==> src/hdl/tinted_alpha_over_blend_macros.svh <==
// Assertion helpers, clocked on clk and held off during rst.
`ifndef TINTED_ALPHA_OVER_BLEND_MACROS_SVH
`define TINTED_ALPHA_OVER_BLEND_MACROS_SVH

// cond implies expr at the same edge
`define ASSERT_IMPL(name, cond, expr, msg) \
  name: assert property (@(posedge clk) disable iff (rst) (cond) |-> (expr)) \
    else $error(msg);

// expr must never hold
`define ASSERT_NEVER(name, expr, msg) \
  name: assert property (@(posedge clk) disable iff (rst) !(expr)) \
    else $error(msg);

`endif

==> src/hdl/tab_pkg.sv <==
`timescale 1ns / 1ps

package tab_pkg;

  localparam int unsigned CH_W               = 8;
  localparam int unsigned NUM_CH             = 3;
  localparam int unsigned PROD_W             = 2 * CH_W;
  localparam int unsigned NUM_W              = 3 * CH_W;
  localparam int unsigned DIV_BITS_PER_STAGE = 4;
  localparam int unsigned DIV_STAGES         = NUM_W / DIV_BITS_PER_STAGE;
  localparam int unsigned FRONT_STAGES       = 3;
  localparam int unsigned BACK_STAGES        = 2;
  localparam int unsigned PIPE_LATENCY       = FRONT_STAGES + DIV_STAGES + BACK_STAGES;

  localparam logic [CH_W-1:0] FULL_CH     = 8'd255;
  localparam logic [15:0]     RECIP_255   = 16'd32897;
  localparam int unsigned     RECIP_SHIFT = 23;
  localparam int unsigned     QEST_W      = 17;

  typedef enum logic [1:0] {
    DEPTH_8    = 2'd0,
    DEPTH_16   = 2'd1,
    DEPTH_32   = 2'd2,
    DEPTH_NONE = 2'd3
  } depth_t;

  typedef enum logic [1:0] {
    REG_DEPTH = 2'd0,
    REG_KEY   = 2'd1,
    REG_TINT  = 2'd2
  } cfg_reg_t;

  typedef struct packed {
    logic [31:0] src_pixel;
    logic [31:0] dst_pixel;
  } pix_in_t;

  typedef struct packed {
    logic        write_enable;
    logic [31:0] out_pixel;
  } pix_out_t;

  typedef struct packed {
    depth_t      depth_mode;
    logic [15:0] key_colour;
    logic [23:0] tint_rgb;
  } cfg_t;

  typedef struct packed {
    logic            we;
    logic            blend;
    logic [31:0]     pix;
    logic [CH_W-1:0] fa;
  } side_t;

  typedef struct packed {
    side_t                        side;
    logic [NUM_CH-1:0][NUM_W-1:0] n1;
    logic [NUM_CH-1:0][NUM_W-1:0] n2;
  } front_out_t;

  typedef struct packed {
    logic [CH_W-1:0]  rem;
    logic [NUM_W-1:0] nq;
  } div_state_t;

  // first guess of x / 255, may be one high
  function automatic logic [QEST_W-1:0] div255_est(input logic [NUM_W-1:0] x);
    logic [NUM_W+15:0] prod;
    prod = {16'b0, x} * {{NUM_W{1'b0}}, RECIP_255};
    return prod[RECIP_SHIFT +: QEST_W];
  endfunction

  function automatic logic [QEST_W-1:0] div255_fix(input logic [QEST_W-1:0] est,
                                                    input logic [NUM_W-1:0]  x);
    logic [NUM_W:0] back;
    back = {{(NUM_W+1-QEST_W){1'b0}}, est} * {{(NUM_W+1-CH_W){1'b0}}, FULL_CH};
    if (back > {1'b0, x}) begin
      return QEST_W'(est - 1'b1);
    end
    return est;
  endfunction

endpackage

==> src/hdl/tab_div.sv <==
`timescale 1ns / 1ps

module tab_div import tab_pkg::*; (
  input  logic             clk,
  input  logic [NUM_W-1:0] num,
  input  logic [CH_W-1:0]  den,
  output logic [NUM_W-1:0] quo
);

  div_state_t      st [DIV_STAGES];
  logic [CH_W-1:0] dd [DIV_STAGES];

  function automatic div_state_t div_steps(input div_state_t s_in, input logic [CH_W-1:0] d);
    div_state_t  s;
    logic [CH_W:0] t;
    s = s_in;
    for (int i = 0; i < DIV_BITS_PER_STAGE; i++) begin
      t    = {s.rem, s.nq[NUM_W-1]};
      s.nq = {s.nq[NUM_W-2:0], 1'b0};
      if (t >= {1'b0, d}) begin
        s.rem   = CH_W'(t - {1'b0, d});
        s.nq[0] = 1'b1;
      end else begin
        s.rem = t[CH_W-1:0];
      end
    end
    return s;
  endfunction

  for (genvar s = 0; s < DIV_STAGES; s++) begin : g_stage
    if (s == 0) begin : g_first
      always_ff @(posedge clk) begin
        st[s] <= div_steps(div_state_t'({{CH_W{1'b0}}, num}), den);
        dd[s] <= den;
      end
    end else begin : g_rest
      always_ff @(posedge clk) begin
        st[s] <= div_steps(st[s-1], dd[s-1]);
        dd[s] <= dd[s-1];
      end
    end
  end

  assign quo = st[DIV_STAGES-1].nq;

endmodule

==> config.mk <==
export PLATFORM = sky130hd
export DESIGN_NAME = tab_div
export DESIGN_NICKNAME = d
export VERILOG_FILES = /design/src/hdl/tinted_alpha_over_blend_macros.svh /design/src/hdl/tab_pkg.sv /design/src/hdl/tab_div.sv
export SDC_FILE = /design/constraint.sdc
export NUM_CORES = 1
export LEC_CHECK = 0
export ABC_AREA = 1
export BUFFER_PORTS_ARGS = -buffer_cell sky130_fd_sc_hd__buf_4
export CAP_MARGIN = 20
export CORE_MARGIN = 2
export CORE_UTILIZATION = 53
export DETAILED_ROUTE_END_ITERATION = 8
export PLACE_DENSITY = 0.68
export SYNTH_ARGS = -nofsm -noshare
export SYNTH_HDL_FRONTEND = slang
export SYNTH_SLANG_ARGS = --single-unit
==> constraint.sdc <==
create_clock -name clk -period 11.08 [get_ports clk]
set_input_delay 0 -clock clk [delete_from_list [all_inputs] [get_ports clk]]
set_output_delay 0 -clock clk [all_outputs]
set_load 0.02 [all_outputs]
==> results by group <==
Placement
  • Final GP Congestion: 0.926
  • Hpwl dp: between 20 and 30 mm
  • Port Buf Inserts: 56
  • Placed cell area: 0.0160 sq mm

Worst setup path
  • Reg2Reg Setup Slack: 3710 ps
  • Req. time, crit path: approximately 12000 ps
  • Crit path DAT: 7840 ps
  • R2R depth: 37
  • Slowest stage delay, CP: 510 ps
  • Worst r2r src: dd[1][1]$_DFF_P_
  • WS Path Type: reg2reg
  • Critical path startpoint category: flop
  • Reg2reg end: st[2][28]$_DFF_P_
  • Slowest-stage cell, CP: a211oi_4
  • Crit path top cell by count: nand2_1
  • CP Capture Type: flop
  • Worst Path Max Fanout: 12

Logic synthesis
  • Yosys Warn Count: 0
  • EDFF count, synth: 0
  • Area leader, netlist: dfxtp_1
  • Post-synthesis sequential area ratio: between 20 and 30%
  • Synth top area share: 29.6%
  • Asr flop ratio synth: 0%
  • Most area-consuming cells after synthesis: dfxtp_1 (30%), ha_1 (15%), nand2_1 (14%)
  • Yosys cell types: 53
  • FF+latch count, synth: roughly 220
  • Prevailing post-synth register cell: dfxtp_1
  • Synthesized cell area: 0.0152 sq mm
  • Avg Inst Size Synth: 7.40 sq um
  • Mapped Cells: 2049
  • Top post-synthesis cells by count: nand2_1 (559), inv_1 (322), dfxtp_1 (224), ha_1 (186), a21oi_1 (115)
  • Synth Net Count: 2290
  • Count leader, synth: nand2_1

CTS
  • Clk_lat worst skew: 530 ps
  • CTS clk-pin slew, worst paths: approximately 60 ps
  • CTS Root Cell: clkbuf_16
  • Clock Tree Buf Depth: 3
  • TritonCTS clock tree: yes
  • H-tree lvl count: 1
  • Post-cts resize count: 0
  • CTS Sinks: 224
  • Cts bufs inserted: 25

GRT
  • Vias in the first global route: 12441
  • Global-route wire length before repair: 57.5 mm
  • Antenna violations before repair: 0
  • Largest net degree at the start of global routing: 17
  • Overflow after GRT: 0
  • Tot GR Track Use: 22.6%

Routing
  • Met2 wire len: around 16 mm
  • DRC: 0
  • Vias per cell: 5.12
  • WL/cell: 13.4 um
  • Wire length on met3: 1.43 mm
  • Starting DRT DRC Count: between 600 and 700
  • Max layer used: met4
  • M1 WL: between 15 and 20 mm
  • Via count: 13037
  • Number of detailed-routing iterations run before antenna repair: 5
  • Total Wirelength: 34.0 mm
  • Routed Antenna Nets: 0

Min path
  • Min-delay src: num[19]
  • WHS Path Cells: 2
  • Hold Path End: st[0][23]$_DFF_P_
  • Hold Crit Class: in2reg

Cells and area
  • Layout area overhead: 12.7%
  • Antenna diodes: 0
  • Layout cells sized above 1: 9.91%
  • Design area: 0.0171 sq mm
  • # fillers: 2557
  • Fin nets: around 2400

Die
  • Die span in x: about 170 um
  • Total core area: around 0.028 sq mm
  • Die height: between 150 and 200 um
  • DIE AREA: about 0.03 sq mm
  • Starting density of the core: 54.1%
  • Core Rows: 61
  • Num ports: 57

STA
  • Final Max Slew Viols: 0
  • Minimum clock period: between 7000 and 8000 ps
  • Slew @ Worst Pin: 616 ps
  • RSZ-0062 raised after global routing: no
  • Slew headroom: approximately three fifths
  • Skew final: 14.4 ps
  • Setup TNS: 0 ps
  • Final setup vio count: 0
  • Fin crit share: between 60% and 70%
  • Fmax: 136 MHz
  • Count of final hold-check violations: 0

Run status
  • Status: finished, final reports clean

Flow run
  • Maxcap violations: 0
[worst max-delay path, delay by kind of cell, from the launching register on]
kind,cells,cell delay [ps]
buffers and inverters,3,480
flip-flops,1,500
adder cells (fa/ha/maj),4,1450
AO/OA/AOI/OAI,11,2680
AND/OR/NAND/NOR,19,2220
[layout make-up]
| cell class | count | area [sq um] | share of cell area [%] |
|---|---|---|---|
| Clock buffer | 29 | 671 | 3.93 |
| Timing Repair Buffer | 86 | 721 | 4.22 |
| Sequential cell | 224 | 4480 | 26.2 |
| Clock inverter | 16 | 163 | 0.952 |
| Multi-Input combinational cell | 1482 | 9330 | 54.6 |
| Inverter | 332 | 1250 | 7.30 |
| Tap cell | 378 | 473 | 2.77 |
[state kept, by name, summed over array words and instances (netlist names)]
name	count
dd	40
st	184
[placed cells by master, fill, tap and decap left out, types with 20 or more instances in the layout]
cell | synthesis | layout
buf_4 | 6 | 56
o21ai_0 | 51 | 51
dlygate4sd3_1 | 0 | 30
xnor2_1 | 30 | 30
o21ai_1 | 24 | 24
o21ai_2 | 20 | 20
nand2_1 | 559 | 559
a21oi_1 | 115 | 115
fa_1 | 22 | 22
nand4_1 | 35 | 35
dfxtp_1 | 224 | 224
nor2_1 | 97 | 97
ha_1 | 186 | 186
inv_1 | 322 | 322
nand2_2 | 20 | 20
xor2_1 | 71 | 71
clkbuf_16 | 0 | 25
nand3_1 | 107 | 107
[how the worst max path moves through the flow]
stage                                 from           endpoint  cells past startpoint
final                     dd[1][1]$_DFF_P_  st[2][28]$_DFF_P_                     37
after global routing      dd[1][1]$_DFF_P_  st[2][24]$_DFF_P_                     38
after CTS                 dd[1][1]$_DFF_P_  st[2][28]$_DFF_P_                     37
after detailed placement  dd[1][1]$_DFF_P_  st[2][25]$_DFF_P_                     37
after global placement    dd[1][1]$_DFF_P_  st[2][25]$_DFF_P_                     37
after floorplan           dd[1][1]$_DFF_P_  st[2][24]$_DFF_P_                     40
[through the flow]
stage / hold slack, ps / utilization (%) / setup slack [ps] / std cells
2_1_floorplan: 27.7 / - / 5060 / 2049
3_3_place_gp: 104 / 57.0 / 3970 / 2472
3_5_place_dp: 106 / 57.0 / 3900 / 2472
4_1_cts: 82.1 / 61.0 / 3880 / 2547
5_1_grt: 102 / 61.0 / 3090 / 2547
6_report: 103 / 61.0 / 3710 / 2547
[cells by family (layout without fill, tap and decap cells)]
| family | after synthesis | after routing | synth area share, % |
|---|---|---|---|
| AOI/OAI and AO/OA | 265 | 265 | 10.4 |
| and+or+nand+nor | 908 | 908 | 27.0 |
| adders and majority gates | 208 | 208 | 18.3 |
| DFF | 224 | 224 | 29.6 |
| xor gates and xnor gates | 101 | 101 | 5.83 |
| buffers and inverters | 343 | 463 | 8.90 |
[routing by layer]
metal | vias up | GRT usage [%]
li1 | 6826 | -
met3 | 62 | 2.68
met1 | 5853 | 28.9
met5 | - | 0
met2 | 296 | 40.1
met4 | 0 | 6.25
[repair_timing]
action / 4_1_cts / 5_1_grt
setup buffers: 0 / 0
hold buffers: 30 / 0
hold endpoints to repair: 31 / 0
Power is not shown: default switching activity piles up to over one toggle a cycle in this logic, so the estimate is an artifact.
