### config.mk
export PLATFORM = sky130hd
export DESIGN_NAME = tab_front
export DESIGN_NICKNAME = d
export VERILOG_FILES = /design/src/hdl/tinted_alpha_over_blend_macros.svh /design/src/hdl/tab_pkg.sv /design/src/hdl/tab_front.sv
export SDC_FILE = /design/constraint.sdc
export NUM_CORES = 2
export LEC_CHECK = 0
export BUFFER_PORTS_ARGS = -buffer_cell sky130_fd_sc_hd__clkbuf_2
export CORE_ASPECT_RATIO = 0.7
export CORE_UTILIZATION = 56
export CTS_CLUSTER_DIAMETER = 50
export DETAILED_ROUTE_END_ITERATION = 10
export PLACE_DENSITY = 0.89
export SYNTH_ARGS = -nofsm -noshare
export SYNTH_HDL_FRONTEND = slang
export SYNTH_SLANG_ARGS = --single-unit
### constraint.sdc
create_clock -name clk -period 6.13 [get_ports clk]
set_clock_uncertainty 0.2 [all_clocks]
set_input_delay 0 -clock clk [delete_from_list [all_inputs] [get_ports clk]]
set_output_delay 0 -clock clk [all_outputs]
set_load 0.005 [all_outputs]
### src/hdl/tinted_alpha_over_blend_macros.svh
// Assertion helpers, clocked on clk and held off during rst.
`ifndef TINTED_ALPHA_OVER_BLEND_MACROS_SVH
`define TINTED_ALPHA_OVER_BLEND_MACROS_SVH

// cond implies expr at the same edge
`define ASSERT_IMPL(name, cond, expr, msg) \
  name: assert property (@(posedge clk) disable iff (rst) (cond) |-> (expr)) \
    else $error(msg);

// expr must never hold
`define ASSERT_NEVER(name, expr, msg) \
  name: assert property (@(posedge clk) disable iff (rst) !(expr)) \
    else $error(msg);

`endif

### src/hdl/tab_pkg.sv
`timescale 1ns / 1ps

package tab_pkg;

  localparam int unsigned CH_W               = 8;
  localparam int unsigned NUM_CH             = 3;
  localparam int unsigned PROD_W             = 2 * CH_W;
  localparam int unsigned NUM_W              = 3 * CH_W;
  localparam int unsigned DIV_BITS_PER_STAGE = 4;
  localparam int unsigned DIV_STAGES         = NUM_W / DIV_BITS_PER_STAGE;
  localparam int unsigned FRONT_STAGES       = 3;
  localparam int unsigned BACK_STAGES        = 2;
  localparam int unsigned PIPE_LATENCY       = FRONT_STAGES + DIV_STAGES + BACK_STAGES;

  localparam logic [CH_W-1:0] FULL_CH     = 8'd255;
  localparam logic [15:0]     RECIP_255   = 16'd32897;
  localparam int unsigned     RECIP_SHIFT = 23;
  localparam int unsigned     QEST_W      = 17;

  typedef enum logic [1:0] {
    DEPTH_8    = 2'd0,
    DEPTH_16   = 2'd1,
    DEPTH_32   = 2'd2,
    DEPTH_NONE = 2'd3
  } depth_t;

  typedef enum logic [1:0] {
    REG_DEPTH = 2'd0,
    REG_KEY   = 2'd1,
    REG_TINT  = 2'd2
  } cfg_reg_t;

  typedef struct packed {
    logic [31:0] src_pixel;
    logic [31:0] dst_pixel;
  } pix_in_t;

  typedef struct packed {
    logic        write_enable;
    logic [31:0] out_pixel;
  } pix_out_t;

  typedef struct packed {
    depth_t      depth_mode;
    logic [15:0] key_colour;
    logic [23:0] tint_rgb;
  } cfg_t;

  typedef struct packed {
    logic            we;
    logic            blend;
    logic [31:0]     pix;
    logic [CH_W-1:0] fa;
  } side_t;

  typedef struct packed {
    side_t                        side;
    logic [NUM_CH-1:0][NUM_W-1:0] n1;
    logic [NUM_CH-1:0][NUM_W-1:0] n2;
  } front_out_t;

  typedef struct packed {
    logic [CH_W-1:0]  rem;
    logic [NUM_W-1:0] nq;
  } div_state_t;

  // first guess of x / 255, may be one high
  function automatic logic [QEST_W-1:0] div255_est(input logic [NUM_W-1:0] x);
    logic [NUM_W+15:0] prod;
    prod = {16'b0, x} * {{NUM_W{1'b0}}, RECIP_255};
    return prod[RECIP_SHIFT +: QEST_W];
  endfunction

  function automatic logic [QEST_W-1:0] div255_fix(input logic [QEST_W-1:0] est,
                                                    input logic [NUM_W-1:0]  x);
    logic [NUM_W:0] back;
    back = {{(NUM_W+1-QEST_W){1'b0}}, est} * {{(NUM_W+1-CH_W){1'b0}}, FULL_CH};
    if (back > {1'b0, x}) begin
      return QEST_W'(est - 1'b1);
    end
    return est;
  endfunction

endpackage

### src/hdl/tab_front.sv
`timescale 1ns / 1ps

module tab_front import tab_pkg::*; (
  input  logic       clk,
  input  logic       rst,
  input  logic       in_valid,
  input  pix_in_t    pixels,
  input  cfg_t       cfg,
  output logic       out_valid,
  output front_out_t out
);

  logic [CH_W-1:0]   sa, da, sa_inv;
  logic [PROD_W-1:0] pa;
  logic [NUM_CH-1:0][PROD_W-1:0] n1, m;
  side_t side;

  logic                          v1;
  side_t                         side1;
  logic [CH_W-1:0]               sa_inv1;
  logic [PROD_W-1:0]             pa1;
  logic [NUM_CH-1:0][PROD_W-1:0] n1_1, m1;

  logic                          v2;
  side_t                         side2;
  logic [QEST_W-1:0]             pa_est2;
  logic [PROD_W-1:0]             pa2;
  logic [NUM_CH-1:0][PROD_W-1:0] n1_2;
  logic [NUM_CH-1:0][NUM_W-1:0]  n2_2;

  logic [QEST_W-1:0] q_a;
  logic [CH_W-1:0]   fa_raw;

  always_comb begin
    sa     = pixels.src_pixel[31:24];
    da     = pixels.dst_pixel[31:24];
    sa_inv = FULL_CH - sa;
    pa     = {8'b0, sa_inv} * {8'b0, FULL_CH - da};
    for (int c = 0; c < NUM_CH; c++) begin
      n1[c] = {8'b0, sa} * {8'b0, cfg.tint_rgb[c*CH_W +: CH_W]};
      m[c]  = {8'b0, da} * {8'b0, pixels.dst_pixel[c*CH_W +: CH_W]};
    end
    side.we    = 1'b0;
    side.blend = 1'b0;
    side.pix   = pixels.dst_pixel;
    side.fa    = '0;
    case (cfg.depth_mode)
      DEPTH_8: begin
        if ({8'b0, pixels.src_pixel[7:0]} != cfg.key_colour) begin
          side.we  = 1'b1;
          side.pix = {24'b0, pixels.src_pixel[7:0]};
        end
      end
      DEPTH_16: begin
        if (pixels.src_pixel[15:0] != cfg.key_colour) begin
          side.we  = 1'b1;
          side.pix = {16'b0, pixels.src_pixel[15:0]};
        end
      end
      DEPTH_32: begin
        if (sa != '0) begin
          side.we    = 1'b1;
          side.blend = 1'b1;
        end
      end
      default: begin
        side.we = 1'b0;
      end
    endcase
  end

  always_comb begin
    q_a    = div255_fix(pa_est2, {8'b0, pa2});
    fa_raw = FULL_CH - q_a[CH_W-1:0];
    if (fa_raw == '0) begin
      fa_raw = 8'd1;
    end
  end

  always_ff @(posedge clk) begin
    if (rst) begin
      v1        <= 1'b0;
      v2        <= 1'b0;
      out_valid <= 1'b0;
    end else begin
      v1        <= in_valid;
      v2        <= v1;
      out_valid <= v2;
    end
  end

  always_ff @(posedge clk) begin
    side1   <= side;
    sa_inv1 <= sa_inv;
    pa1     <= pa;
    n1_1    <= n1;
    m1      <= m;

    side2   <= side1;
    pa_est2 <= div255_est({8'b0, pa1});
    pa2     <= pa1;
    n1_2    <= n1_1;
    for (int c = 0; c < NUM_CH; c++) begin
      n2_2[c] <= {8'b0, m1[c]} * {16'b0, sa_inv1};
    end

    out.side.we    <= side2.we;
    out.side.blend <= side2.blend;
    out.side.pix   <= side2.pix;
    out.side.fa    <= fa_raw;
    for (int c = 0; c < NUM_CH; c++) begin
      out.n1[c] <= {8'b0, n1_2[c]};
    end
    out.n2 <= n2_2;
  end

endmodule

==> reports/summary.txt <==
Final Hold Viols: 0
Iter 0 DRT Violations: 1671
Top cell type's share of synthesized area: 27.2%
Run status: finished with violations
RSZ-0062 raised after global routing: true
Final GP Congestion: 0.893
Synth Register Bits: 498
CTS Root Cell: clkbuf_16
Max-Cap Viols: 0
IO Port Bufs: 263
Hold Crit Class: input pin to flop
Latest clock arrival within the worst-skew pair: 0.62 ns
Most common cell after layout, fill and taps aside: inv_1
Avg Cell Area, Syn: 9.89 µm²
Grt ovf: 0
DRT Wirelength: 91.8 mm
Post-layout min period: 6.49 ns
Die W: 320 µm
Via density: 5.30
Synth unique cells: 62
Hold slack final: 0.0560 ns
Least-Margin Pin Slew: 1.21 ns
Commonest cells after routing, fill and taps aside: 680 x inv_1, 534 x fa_1, 505 x ha_1, 490 x dfxtp_1, 414 x nand2_1
FF-to-FF path depth: 27
# rows: 81
Ys async rst share: 0%
Placed inst area: 42200 µm²
Slew headroom: 19.6%
Remaining antenna violation count: 0
Core ar.: 69900 µm²
Violated checks: negative setup slack
Post-DP HPWL: 66.0 mm
Die area: 72000 µm²
Hold depth: 5
Layout cell share with drive strength beyond 1: 12.0%
Post-Syn Area: 39700 µm²
Residual DRC: 0
Register area share after synthesis: 25.1%
CTS clk-pin slew, worst paths: 0.07 ns
Mapped Cells: 4013
Final worst path period share: 106%
Die height: 225 µm
Initial antenna violation count: 3
Drt first pass iters: 6
CTS tree: done
Synth area leaders: fa_1 27%, dfxtp_1 25%, ha_1 16%
Global-route wire length before repair: 150 mm
Post-synth EDFFs: 0
PnR worst setup slack: -0.357 ns
Clock sinks: 498
Largest area contributor in the netlist: fa_1
GRT Resource Usage Total: 25.8%
H-tree depth: 2
Number of CTS-inserted buffers: 53
Diodes inserted: 0
Critical Path AT: 6.81 ns
Area grow syn2layout: 14.3%
Worst Setup Path Type: flop to flop
Critical Path RT: 6.45 ns
Kind of start point of the critical path: flop
Vias in the first global route: 30400
Final Cell Area: 45400 µm²
Ys flop type: dfxtp_1
Synth warn: 0
CP max FO: 8
Vias: 28400
Max Freq: 154 MHz
Clk buf depth: 3
Largest net degree at the start of global routing: 40
Wirelength per Cell: 17.1 µm
Initial Utilization: 56.8%
Fin. max-slew vios: 0
Finish-stage setup viols: 7
Num ports: 296
Crit. End Element: flop
Nets@finish: 5562
==> path summary, 6_finish.rpt <==
kind / start / to / slack [ns]
worst max-delay path: pa_est2[3] / out[144] / -0.36
worst min-delay path: pixels[15] / m1[31] / 0.06
worst max register to register: pa_est2[3] / out[144] / -0.36
worst min register to register: n1_2[29] / out[109] / 0.11
==> layout make-up <==
cell class                      count  area (µm²)
Sequential cell                   498        9990
Timing Repair Buffer              438        2900
Clock buffer                       65        1450
Tap cell                          913        1140
Inverter                          688        2590
Fill cell                        5194       24600
Clock inverter                     30         373
Multi-Input combinational cell   2725       26900
==> Yosys cell counts, types with 6 or more instances <==
cell / count
dfxtp_1: 498
nor2b_1: 28
a21oi_1: 69
nor2_1: 176
a22o_1: 10
a21boi_0: 26
o21a_1: 22
or3_1: 6
o21bai_1: 8
clkbuf_1: 96
nand3_1: 15
o31a_1: 10
inv_1: 688
and2_1: 413
nor3_1: 36
ha_1: 510
o21ai_0: 66
a211oi_1: 10
nand2_1: 416
xor2_1: 19
fa_1: 539
a21o_1: 28
nand4_1: 16
nand2b_1: 22
xnor2_1: 143
buf_4: 24
and3_1: 7
or2_2: 32
mux2_2: 8
o41ai_1: 16
a31oi_1: 6
==> repair_timing <==
item,in CTS,in global routing
gates cloned,0,0
setup buffers,8,4
hold buffers,95,0
pin swaps,30,15
gates resized for setup,26,37
hold endpoints to repair,73,0
endpoints found under the setup margin,7,8
==> sequential cells by signal (all words and copies together) (netlist names), 9 cells and up <==
register,flops
n1_1,48
n2_2,72
side2,34
pa1,16
n1_2,48
out,162
m1,48
pa2,16
pa_est2,9
side1,34
==> per-stage QoR <==
stage                     cells  TNS, ns  worst slack (ns)  utilization (%)
after floorplan            4036        0            0.0470                -
after global placement     5155   -0.272            -0.202             60.4
after detailed placement   5155   -0.919            -0.353             60.4
after CTS                  5353   -0.152            -0.152             64.6
after global routing       5357    -2.18            -0.504             64.9
final                      5357    -1.10            -0.357             64.9
==> kinds of logic (layout without fill, tap and decap cells) <==
kind of cell	after synthesis	count (layout)	synth area share, %
mux	9	9	0.252
flops	498	498	25.1
compound gates	306	306	5.20
buf+inv	813	1221	7.94
simple gates	1175	1175	14.6
fa+ha+maj	1049	1049	43.3
xor+xnor	162	162	3.58
other cells	1	24	0.00945
==> per-layer routing <==
metal / GRT usage [%] / vias up / share of wire (%) / wire, µm
li1: - / 13100 / - / -
met1: 31.3 / 14000 / 39 / 36100
met5: 0 / - / 0.050 / 46
met2: 45.2 / 1055 / 50 / 45700
met4: 9.42 / 6 / 3.6 / 3290
met3: 5.48 / 249 / 7.2 / 6640
==> critical path, stage by stage (launching register included) <==
cell	delay, ns
dfxtp_4	0.40
inv_4	0.06
fa_1	0.57
inv_2	0.07
fa_1	0.49
fa_1	0.53
inv_2	0.04
fa_1	0.54
inv_2	0.06
ha_4	0.22
inv_2	0.06
o21bai_4	0.07
a21oi_4	0.15
nor2b_1	0.07
o21a_1	0.19
o31a_1	0.30
o41ai_2	0.29
xnor2_1	0.17
ha_1	0.26
nand4_1	0.11
nor4_1	0.05
a311o_1	0.36
o311ai_4	0.12
buf_4	0.17
o21a_4	0.20
nand3_2	0.12
xnor2_2	0.16
o41ai_2	0.35
Power is not shown: default switching activity piles up to over one toggle a cycle in this logic, so the estimate is an artifact.
