$ cat config.mk
export PLATFORM = sky130hd
export DESIGN_NAME = tab_back
export DESIGN_NICKNAME = d
export VERILOG_FILES = /design/src/hdl/tinted_alpha_over_blend_macros.svh /design/src/hdl/tab_pkg.sv /design/src/hdl/tab_back.sv
export SDC_FILE = /design/constraint.sdc
export NUM_CORES = 1
export LEC_CHECK = 0
export BUFFER_PORTS_ARGS = -buffer_cell sky130_fd_sc_hd__buf_2
export CORE_MARGIN = 3
export CORE_UTILIZATION = 55
export DETAILED_ROUTE_END_ITERATION = 10
export GPL_TIMING_DRIVEN = 1
export PLACE_DENSITY_LB_ADDON = 0.15
export SYNTH_ARGS = -nofsm -noshare
export SYNTH_HDL_FRONTEND = slang
export SYNTH_SLANG_ARGS = --single-unit
$ cat constraint.sdc
create_clock -name clk -period 9.95 [get_ports clk]
set_input_delay 0.995 -clock clk [delete_from_list [all_inputs] [get_ports clk]]
set_output_delay 0.995 -clock clk [all_outputs]
set_load 0.05 [all_outputs]
$ cat src/hdl/tinted_alpha_over_blend_macros.svh
// Assertion helpers, clocked on clk and held off during rst.
`ifndef TINTED_ALPHA_OVER_BLEND_MACROS_SVH
`define TINTED_ALPHA_OVER_BLEND_MACROS_SVH

// cond implies expr at the same edge
`define ASSERT_IMPL(name, cond, expr, msg) \
  name: assert property (@(posedge clk) disable iff (rst) (cond) |-> (expr)) \
    else $error(msg);

// expr must never hold
`define ASSERT_NEVER(name, expr, msg) \
  name: assert property (@(posedge clk) disable iff (rst) !(expr)) \
    else $error(msg);

`endif

$ cat src/hdl/tab_pkg.sv
`timescale 1ns / 1ps

package tab_pkg;

  localparam int unsigned CH_W               = 8;
  localparam int unsigned NUM_CH             = 3;
  localparam int unsigned PROD_W             = 2 * CH_W;
  localparam int unsigned NUM_W              = 3 * CH_W;
  localparam int unsigned DIV_BITS_PER_STAGE = 4;
  localparam int unsigned DIV_STAGES         = NUM_W / DIV_BITS_PER_STAGE;
  localparam int unsigned FRONT_STAGES       = 3;
  localparam int unsigned BACK_STAGES        = 2;
  localparam int unsigned PIPE_LATENCY       = FRONT_STAGES + DIV_STAGES + BACK_STAGES;

  localparam logic [CH_W-1:0] FULL_CH     = 8'd255;
  localparam logic [15:0]     RECIP_255   = 16'd32897;
  localparam int unsigned     RECIP_SHIFT = 23;
  localparam int unsigned     QEST_W      = 17;

  typedef enum logic [1:0] {
    DEPTH_8    = 2'd0,
    DEPTH_16   = 2'd1,
    DEPTH_32   = 2'd2,
    DEPTH_NONE = 2'd3
  } depth_t;

  typedef enum logic [1:0] {
    REG_DEPTH = 2'd0,
    REG_KEY   = 2'd1,
    REG_TINT  = 2'd2
  } cfg_reg_t;

  typedef struct packed {
    logic [31:0] src_pixel;
    logic [31:0] dst_pixel;
  } pix_in_t;

  typedef struct packed {
    logic        write_enable;
    logic [31:0] out_pixel;
  } pix_out_t;

  typedef struct packed {
    depth_t      depth_mode;
    logic [15:0] key_colour;
    logic [23:0] tint_rgb;
  } cfg_t;

  typedef struct packed {
    logic            we;
    logic            blend;
    logic [31:0]     pix;
    logic [CH_W-1:0] fa;
  } side_t;

  typedef struct packed {
    side_t                        side;
    logic [NUM_CH-1:0][NUM_W-1:0] n1;
    logic [NUM_CH-1:0][NUM_W-1:0] n2;
  } front_out_t;

  typedef struct packed {
    logic [CH_W-1:0]  rem;
    logic [NUM_W-1:0] nq;
  } div_state_t;

  // first guess of x / 255, may be one high
  function automatic logic [QEST_W-1:0] div255_est(input logic [NUM_W-1:0] x);
    logic [NUM_W+15:0] prod;
    prod = {16'b0, x} * {{NUM_W{1'b0}}, RECIP_255};
    return prod[RECIP_SHIFT +: QEST_W];
  endfunction

  function automatic logic [QEST_W-1:0] div255_fix(input logic [QEST_W-1:0] est,
                                                    input logic [NUM_W-1:0]  x);
    logic [NUM_W:0] back;
    back = {{(NUM_W+1-QEST_W){1'b0}}, est} * {{(NUM_W+1-CH_W){1'b0}}, FULL_CH};
    if (back > {1'b0, x}) begin
      return QEST_W'(est - 1'b1);
    end
    return est;
  endfunction

endpackage

$ cat src/hdl/tab_back.sv
`timescale 1ns / 1ps

module tab_back import tab_pkg::*; (
  input  logic                         clk,
  input  logic                         rst,
  input  logic                         in_valid,
  input  side_t                        side,
  input  logic [NUM_CH-1:0][NUM_W-1:0] q1,
  input  logic [NUM_CH-1:0][NUM_W-1:0] q2,
  output logic                         done,
  output pix_out_t                     result
);

  logic                          va;
  side_t                         side_a;
  logic [NUM_CH-1:0][PROD_W-1:0] q1_a;
  logic [NUM_CH-1:0][NUM_W-1:0]  q2_a;
  logic [NUM_CH-1:0][QEST_W-1:0] est_a;

  logic [NUM_CH-1:0][CH_W-1:0]   fc;

  always_comb begin
    for (int c = 0; c < NUM_CH; c++) begin
      logic [QEST_W-1:0] qd;
      logic [QEST_W:0]   sum;
      qd  = div255_fix(est_a[c], q2_a[c]);
      sum = {2'b0, q1_a[c]} + {1'b0, qd};
      fc[c] = (sum > {{(QEST_W+1-CH_W){1'b0}}, FULL_CH}) ? FULL_CH : sum[CH_W-1:0];
    end
  end

  always_ff @(posedge clk) begin
    if (rst) begin
      va   <= 1'b0;
      done <= 1'b0;
    end else begin
      va   <= in_valid;
      done <= va;
    end
  end

  always_ff @(posedge clk) begin
    side_a <= side;
    for (int c = 0; c < NUM_CH; c++) begin
      q1_a[c]  <= q1[c][PROD_W-1:0];
      q2_a[c]  <= q2[c];
      est_a[c] <= div255_est(q2[c]);
    end
    result.write_enable <= side_a.we;
    result.out_pixel    <= side_a.blend ? {side_a.fa, fc[2], fc[1], fc[0]} : side_a.pix;
  end

endmodule

==> metrics.md, run 1 <==
| Metric | Value |
|---|---|
| CP max stage cell | fa_1 |
| CP top delay family | adder cells |
| Hold slack | ~330 ps |
| Nets@finish | 4046 |
| Post-route minimum period | around 9300 ps |
| Port buffer count | ~200 |
| CP required | 10400 ps |
| Post-DRT Antenna Nets | 0 |
| Syn_nets | between 3000 and 4000 |
| First-pass GRT wire length | about 100000 um |
| Setup violators final | 0 |
| CTS tree | built |
| Worst stage delay on the critical path | roughly 580 ps |
| Starting DRT DRC Count | around 650 |
| Clock Latency Late Sink | between 500 and 600 ps |
| Top_reg_cell synth | dfxtp_1 |
| Overall via count from detail_route | between 15000 and 20000 |
| Worst EP arrival | between 9000 and 10000 ps |
| Pin count of the biggest net entering global routing | 36 |
| Core Rows | about 80 |
| TritonRoute pass-1 iters | 5 |
| Clk pin slew, worst setup/hold paths | ~60 ps |
| Setup crit end kind | flip-flop |
| Fin. Hold Viols | 0 |
| Sink Count | roughly 250 |
| Yosys warns | 0 |
| Post-Synthesis Cell Area | around 26000 um2 |
| Number of synthesized flops with an enable pin | 0 |
| Die X | approximately 220 um |
| Fraction of layout instances using a drive strength above 1 | 0.122 |
| Final WL | 58700 um |
| Crit Path Category | flip-flop to flip-flop |
| CTS max path bufs | 3 |
| Total CTS buffers | 29 |
| Mapped Avg Cell Area | approximately 9.6 um2 |
| Routability cong. | 0.905 |
| Antenna violations before repair | 4 |
| Slew Viols, Final | 0 |
| Max Clk Rate | ~0.11 GHz |
| Total GRT Usage | 0.238 |
| H-tree Lvls | 1 |
| # hold bufs at CTS | 0 |
| Status | finished, final reports clean |
| Clk root buf | clkbuf_16 |
| GRT overflow | 0 |
| Async SR Flop Fraction | 0 |
| Die Ht | 225 um |
| Vias per Instance | between 5 and 6 |
| Synthesized flop and latch total | approximately 250 |
| Num ports | around 220 |
| Critical path buffer and inverter count | 5 |
| Post-Synthesis Cells | roughly 2700 |
| Worst Skew | 26.8 ps |
| DIE AREA | between 50000 and 60000 um2 |
| Hold Path Class | flip-flop to flip-flop |
| Final Cycle Share | 0.937 |
| Effective utilization at floorplan | 0.561 |
| Routed wire length per instance | around 16 um |
| Max-cap check violation count | 0 |
| CP Launch Type | flip-flop |
| Slew headroom | 0.490 |
| Vias in the first global route | a little over 20000 |
| Sequential fraction of the synthesis area | 0.189 |
| Unique masters post-synth | between 70 and 80 |
| Area Overhead vs Synth | 12.3% |
| Worst Path Max Fanout | 8 |
| Residual DRC | 0 |
| Post-DP HPWL | 50200 um |
| Worst-margin pin slew | 746 ps |
| Core Box Area | approximately 47000 um2 |
## cell families after synthesis
logic type      Yosys count  synth area share
flops                   248             0.189
mux                      13           0.00542
xor+xnor                166            0.0553
buf+inv                 591            0.0846
compound gates          409             0.103
simple gates            441            0.0821
fa+ha+maj               861             0.481
## synthesized netlist by cell type, drive strengths merged (11+ instances only)
master / n / share of area
ha: 612 / 0.29
fa: 249 / 0.19
and3: 13 / 0.0031
nand4: 19 / 0.0045
nor2b: 26 / 0.0062
a21oi: 134 / 0.026
o211ai: 17 / 0.0050
nor2: 133 / 0.019
nand2b: 24 / 0.0057
dfxtp: 248 / 0.19
o31ai: 11 / 0.0040
inv: 581 / 0.083
a21o: 47 / 0.013
o21ai: 63 / 0.012
nand2: 101 / 0.015
o21a: 23 / 0.0066
nor3: 31 / 0.0059
xnor2: 137 / 0.046
xor2: 29 / 0.0097
a31oi: 18 / 0.0043
a211oi: 15 / 0.0047
nand3: 42 / 0.0080
o21bai: 18 / 0.0051
## routing by layer
layer / part of all wire / GRT usage / vias up
met5: 0 / 0 / -
met3: 0.039 / 0.0294 / 90
met1: 0.44 / 0.309 / 9132
met4: 0.029 / 0.0603 / 0
met2: 0.49 / 0.423 / 341
li1: - / - / 9563
## worst reg2reg max path, delay by kind of cell, from the launching register on
family                   cells  cell delay, ps
AND/OR/NAND/NOR             10            1920
AO/OA/AOI/OAI               12            2310
flip-flops                   1             300
buffers and inverters        5             620
multiplexers                 2             510
adder cells (fa/ha/maj)      7            3310
XOR/XNOR                     2             260
## through the flow
stage | area (um2) | worst slack, ps | TNS, ps | cells | utilization
floorplan | 26300 | 1060 | 0 | 2729 | -
global placement | 28200 | 358 | 0 | 3543 | 0.601
detailed placement | 28200 | 176 | 0 | 3543 | 0.601
CTS | 29200 | 67.2 | 0 | 3597 | 0.623
global route | 29500 | -18.4 | -29.2 | 3628 | 0.630
finish | 29500 | 627 | 0 | 3628 | 0.630
## path summary, 6_finish.rpt
kind,from,to,slack [ps],cells after the start
setup / recovery,est_a[4],result[3],630,38
hold / removal,side_a[41],result[32],330,0
setup reg to reg,est_a[4],result[3],630,38
hold reg to reg,side_a[41],result[32],330,0
## area by class of cell
cell class,count,area (um2)
multi-input combinational,1890,19200
fill,3976,17300
tap,607,759
inverter,581,2210
timing repair buffer,246,1350
sequential,248,4970
clock inverter,22,244
antenna,2,5.00
clock buffer,32,767
## timing repair
item,in CTS,in global routing
setup buffers,0,29
resized for setup,0,38
endpoints found under the setup margin,0,24
endpoints found under the hold margin,0,0
## cell usage in the layout (no fill, tap or decap), types with 42 or more instances in the layout
master,n
a21o_1,47
buf_4,48
nand2_1,100
inv_1,574
a21oi_1,129
dfxtp_1,245
buf_2,198
o21ai_0,56
nor2_1,130
xnor2_1,137
nand3_1,42
ha_1,612
fa_1,249
## sequential cells by signal, indices dropped and copies added (netlist names)
name    cells
est_a      51
result     33
side_a     42
done        1
va          1
q1_a       48
q2_a       72
Power of run 1 is left out: the tool's default activity adds up to more than one toggle a clock period on the data nets, which glitch-free logic cannot reach.
==> run 2, diff against run 1 <==
--- a/config.mk
+++ b/config.mk
@@ -10,7 +10,7 @@
 export CORE_UTILIZATION = 55
 export DETAILED_ROUTE_END_ITERATION = 10
 export GPL_TIMING_DRIVEN = 1
-export PLACE_DENSITY_LB_ADDON = 0.15
+export PLACE_DENSITY = 0.72
 export SYNTH_ARGS = -nofsm -noshare
 export SYNTH_HDL_FRONTEND = slang
 export SYNTH_SLANG_ARGS = --single-unit
==> run 2 against run 1 <==
  * Cell count is essentially flat
  * Die area is the same
  * Critical path type unchanged
  * Fmax shrank 1.6%
  * Utilization grew 0.15 points
  * Worst setup slack lost 150 ps
  * Register-to-register slack lost 150 ps
  * Largest cell class unchanged
  * Worst hold slack gained 7.0 ps
  * Critical path depth is the same
  * Highest routed layer unchanged
  * Design area grew 0.24%
  * Wire length grew 1.1%
  * Flip-flop and latch count is the same
==> metrics.md, run 2 (same netlist as run 1, synthesis figures left out) <==
| Metric | Value |
|---|---|
| CP top delay family | compound AO/OA/AOI/OAI gates |
| Pin count of the biggest net entering global routing | 36 (unchanged) |
| Pre-CTS setup slack | 131 ps (-45.3 ps) |
| GRT overflow | 0 (unchanged) |
| Core Rows | 79 (unchanged) |
| Worst R2R End | result[1] |
| Critical path buffer and inverter count | 5 (unchanged) |
| Sink Count | 248 (unchanged) |
| Crit Path Category | flip-flop to flip-flop |
| CP max stage cell | fa_1 |
| Reg2Reg Setup Slack | 480 ps (-150 ps) |
| Final worst slack | 476 ps (-151 ps) |
| Max-cap check violation count | 0 (unchanged) |
| TritonRoute pass-1 iters | 5 (unchanged) |
| First-pass GRT wire length | 97800 um (-0.69%) |
| Post-route minimum period | 9470 ps (+151 ps) |
| Fin. Hold Viols | 0 (unchanged) |
| Effective utilization at floorplan | 0.561 (unchanged) |
| Routed wire length per instance | 16.3 um (+1.0%) |
| Worst-margin pin slew | 1160 ps (+412 ps) |
| Slew Viols, Final | 0 (unchanged) |
| Slew headroom | 0.224 (-0.266) |
| Commonest cells after routing, fill and taps aside | ha_1, inv_1, fa_1 |
| Fraction of layout instances using a drive strength above 1 | 0.124 (+0.00203) |
| Residual DRC | 0 (unchanged) |
| CP Launch Type | flip-flop |
| Status | finished, final reports clean |
| CP required | 10450 ps (+50 ps) |
| DIE AREA | 50500 um2 (unchanged) |
| # hold bufs at CTS | 0 (unchanged) |
| Fillers | 3809 (-4.2%) |
| Port buffer count | 198 (unchanged) |
| Hold depth | 0 (unchanged) |
| Hold slack | 335 ps (+7.00 ps) |
| Starting DRT DRC Count | 686 (+6.0%) |
| Worst Skew | 9.93 ps (-16.9 ps) |
| Overall via count from detail_route | 19317 (+1.0%) |
| Die Ht | 225 um (unchanged) |
| Final WL | 59300 um (+1.1%) |
| Vias per Instance | 5.32 (+0.94%) |
| Largest registers | q2_a: 72 flops, est_a: 51 flops, q1_a: 48 flops |
| CTS tree | built |
| Largest Register | q2_a |
| Reg2reg start | est_a[6] |
| Nets@finish | 4044 (-0.049%) |
| Final Cycle Share | 0.952 (+0.0152) |
| Commonest non-fill, non-tap cell in the layout | ha_1 |
| Routability cong. | 0.919 (+1.5%) |
| Area Overhead vs Synth | 12.6% |
| Setup violators final | 0 (unchanged) |
| Post-DP HPWL | 49800 um (-0.82%) |
| Worst stage delay on the critical path | 570 ps (about the same) |
| Worst Min Path Start | side_a[41] |
| Clk root buf | clkbuf_16 |
| Antenna violations before repair | 4 (unchanged) |
| Worst reg2reg path depth | 38 (unchanged) |
| Hold Path Class | flip-flop to flip-flop |
| Worst EP arrival | 9970 ps (+200 ps) |
| Worst hold endpoint | result[32] |
| Die X | 225 um (unchanged) |
| Worst Path Max Fanout | 13 (+5) |
| Max Clk Rate | 0.106 GHz (-1.6%) |
| Clk pin slew, worst setup/hold paths | 60 ps (about the same) |
| Total GRT Usage | 0.236 (-0.00193) |
| Most used cell, CP | fa_1 |
| Post-DRT Antenna Nets | 0 (unchanged) |
| Max reg flops | 72 (unchanged) |
| Setup crit end kind | flip-flop |
| Vias in the first global route | 20253 (-0.19%) |
| CTS max path bufs | 3 (unchanged) |
| Total CTS buffers | 30 (+3.4%) |
| Num ports | 223 (unchanged) |
| H-tree Lvls | 1 (unchanged) |
| Core Box Area | 46900 um2 (unchanged) |
| Clock Latency Late Sink | 580 ps (about the same) |
-- run 2: cell count changes in the layout (fill, tap and decap cells not counted), sizes merged --
cell,previous run,this run
diode,2,5
clkinv,5,9
buf,246,243
inv,583,581
-- run 2: worst max path at each step --
stage / cells after the start / endpoint / from
after floorplan: 39 / result[7] / est_a[7]
after CTS: 37 / result[1] / est_a[5]
final: 38 / result[1] / est_a[6]
after detailed placement: 38 / result[1] / est_a[5]
after global placement: 37 / result[5] / est_a[7]
after global routing: 38 / result[3] / est_a[6]
-- run 2: repair_timing --
| action | CTS | global route |
|---|---|---|
| setup buffers | 0 | 36 |
| resized for setup | 0 | 47 |
| endpoints found under the setup margin | 0 | 24 |
-- run 2: final cells by class --
type | instances | area (um2) | area share
multi-input combinational | 1890 | 19300 | 0.650
sequential | 248 | 4970 | 0.168
inverter | 581 | 2220 | 0.0749
timing repair buffer | 243 | 1340 | 0.0453
clock buffer | 32 | 790 | 0.0267
tap | 607 | 759 | 0.0257
clock inverter | 24 | 260 | 0.00879
antenna | 5 | 12.5 | 0.000423
-- run 2: through the flow --
stage	cell area [um2]	setup TNS [ps]	std cells	util
after floorplan	26300	0	2729	-
final	29600	0	3630	0.632
after global routing	29600	-330	3629	0.632
after global placement	28100	0	3533	0.599
after detailed placement	28100	0	3533	0.599
after CTS	29100	0	3589	0.622
-- run 2: metal layers --
metal | vias to the layer above | track usage | part of all wire
met2 | 391 | 0.423 | 0.49
met4 | 0 | 0.0644 | 0.030
met5 | - | 0 | 0
met1 | 9268 | 0.303 | 0.44
met3 | 111 | 0.0273 | 0.039
li1 | 9547 | - | -
Power of run 2 is left out for the same reason.
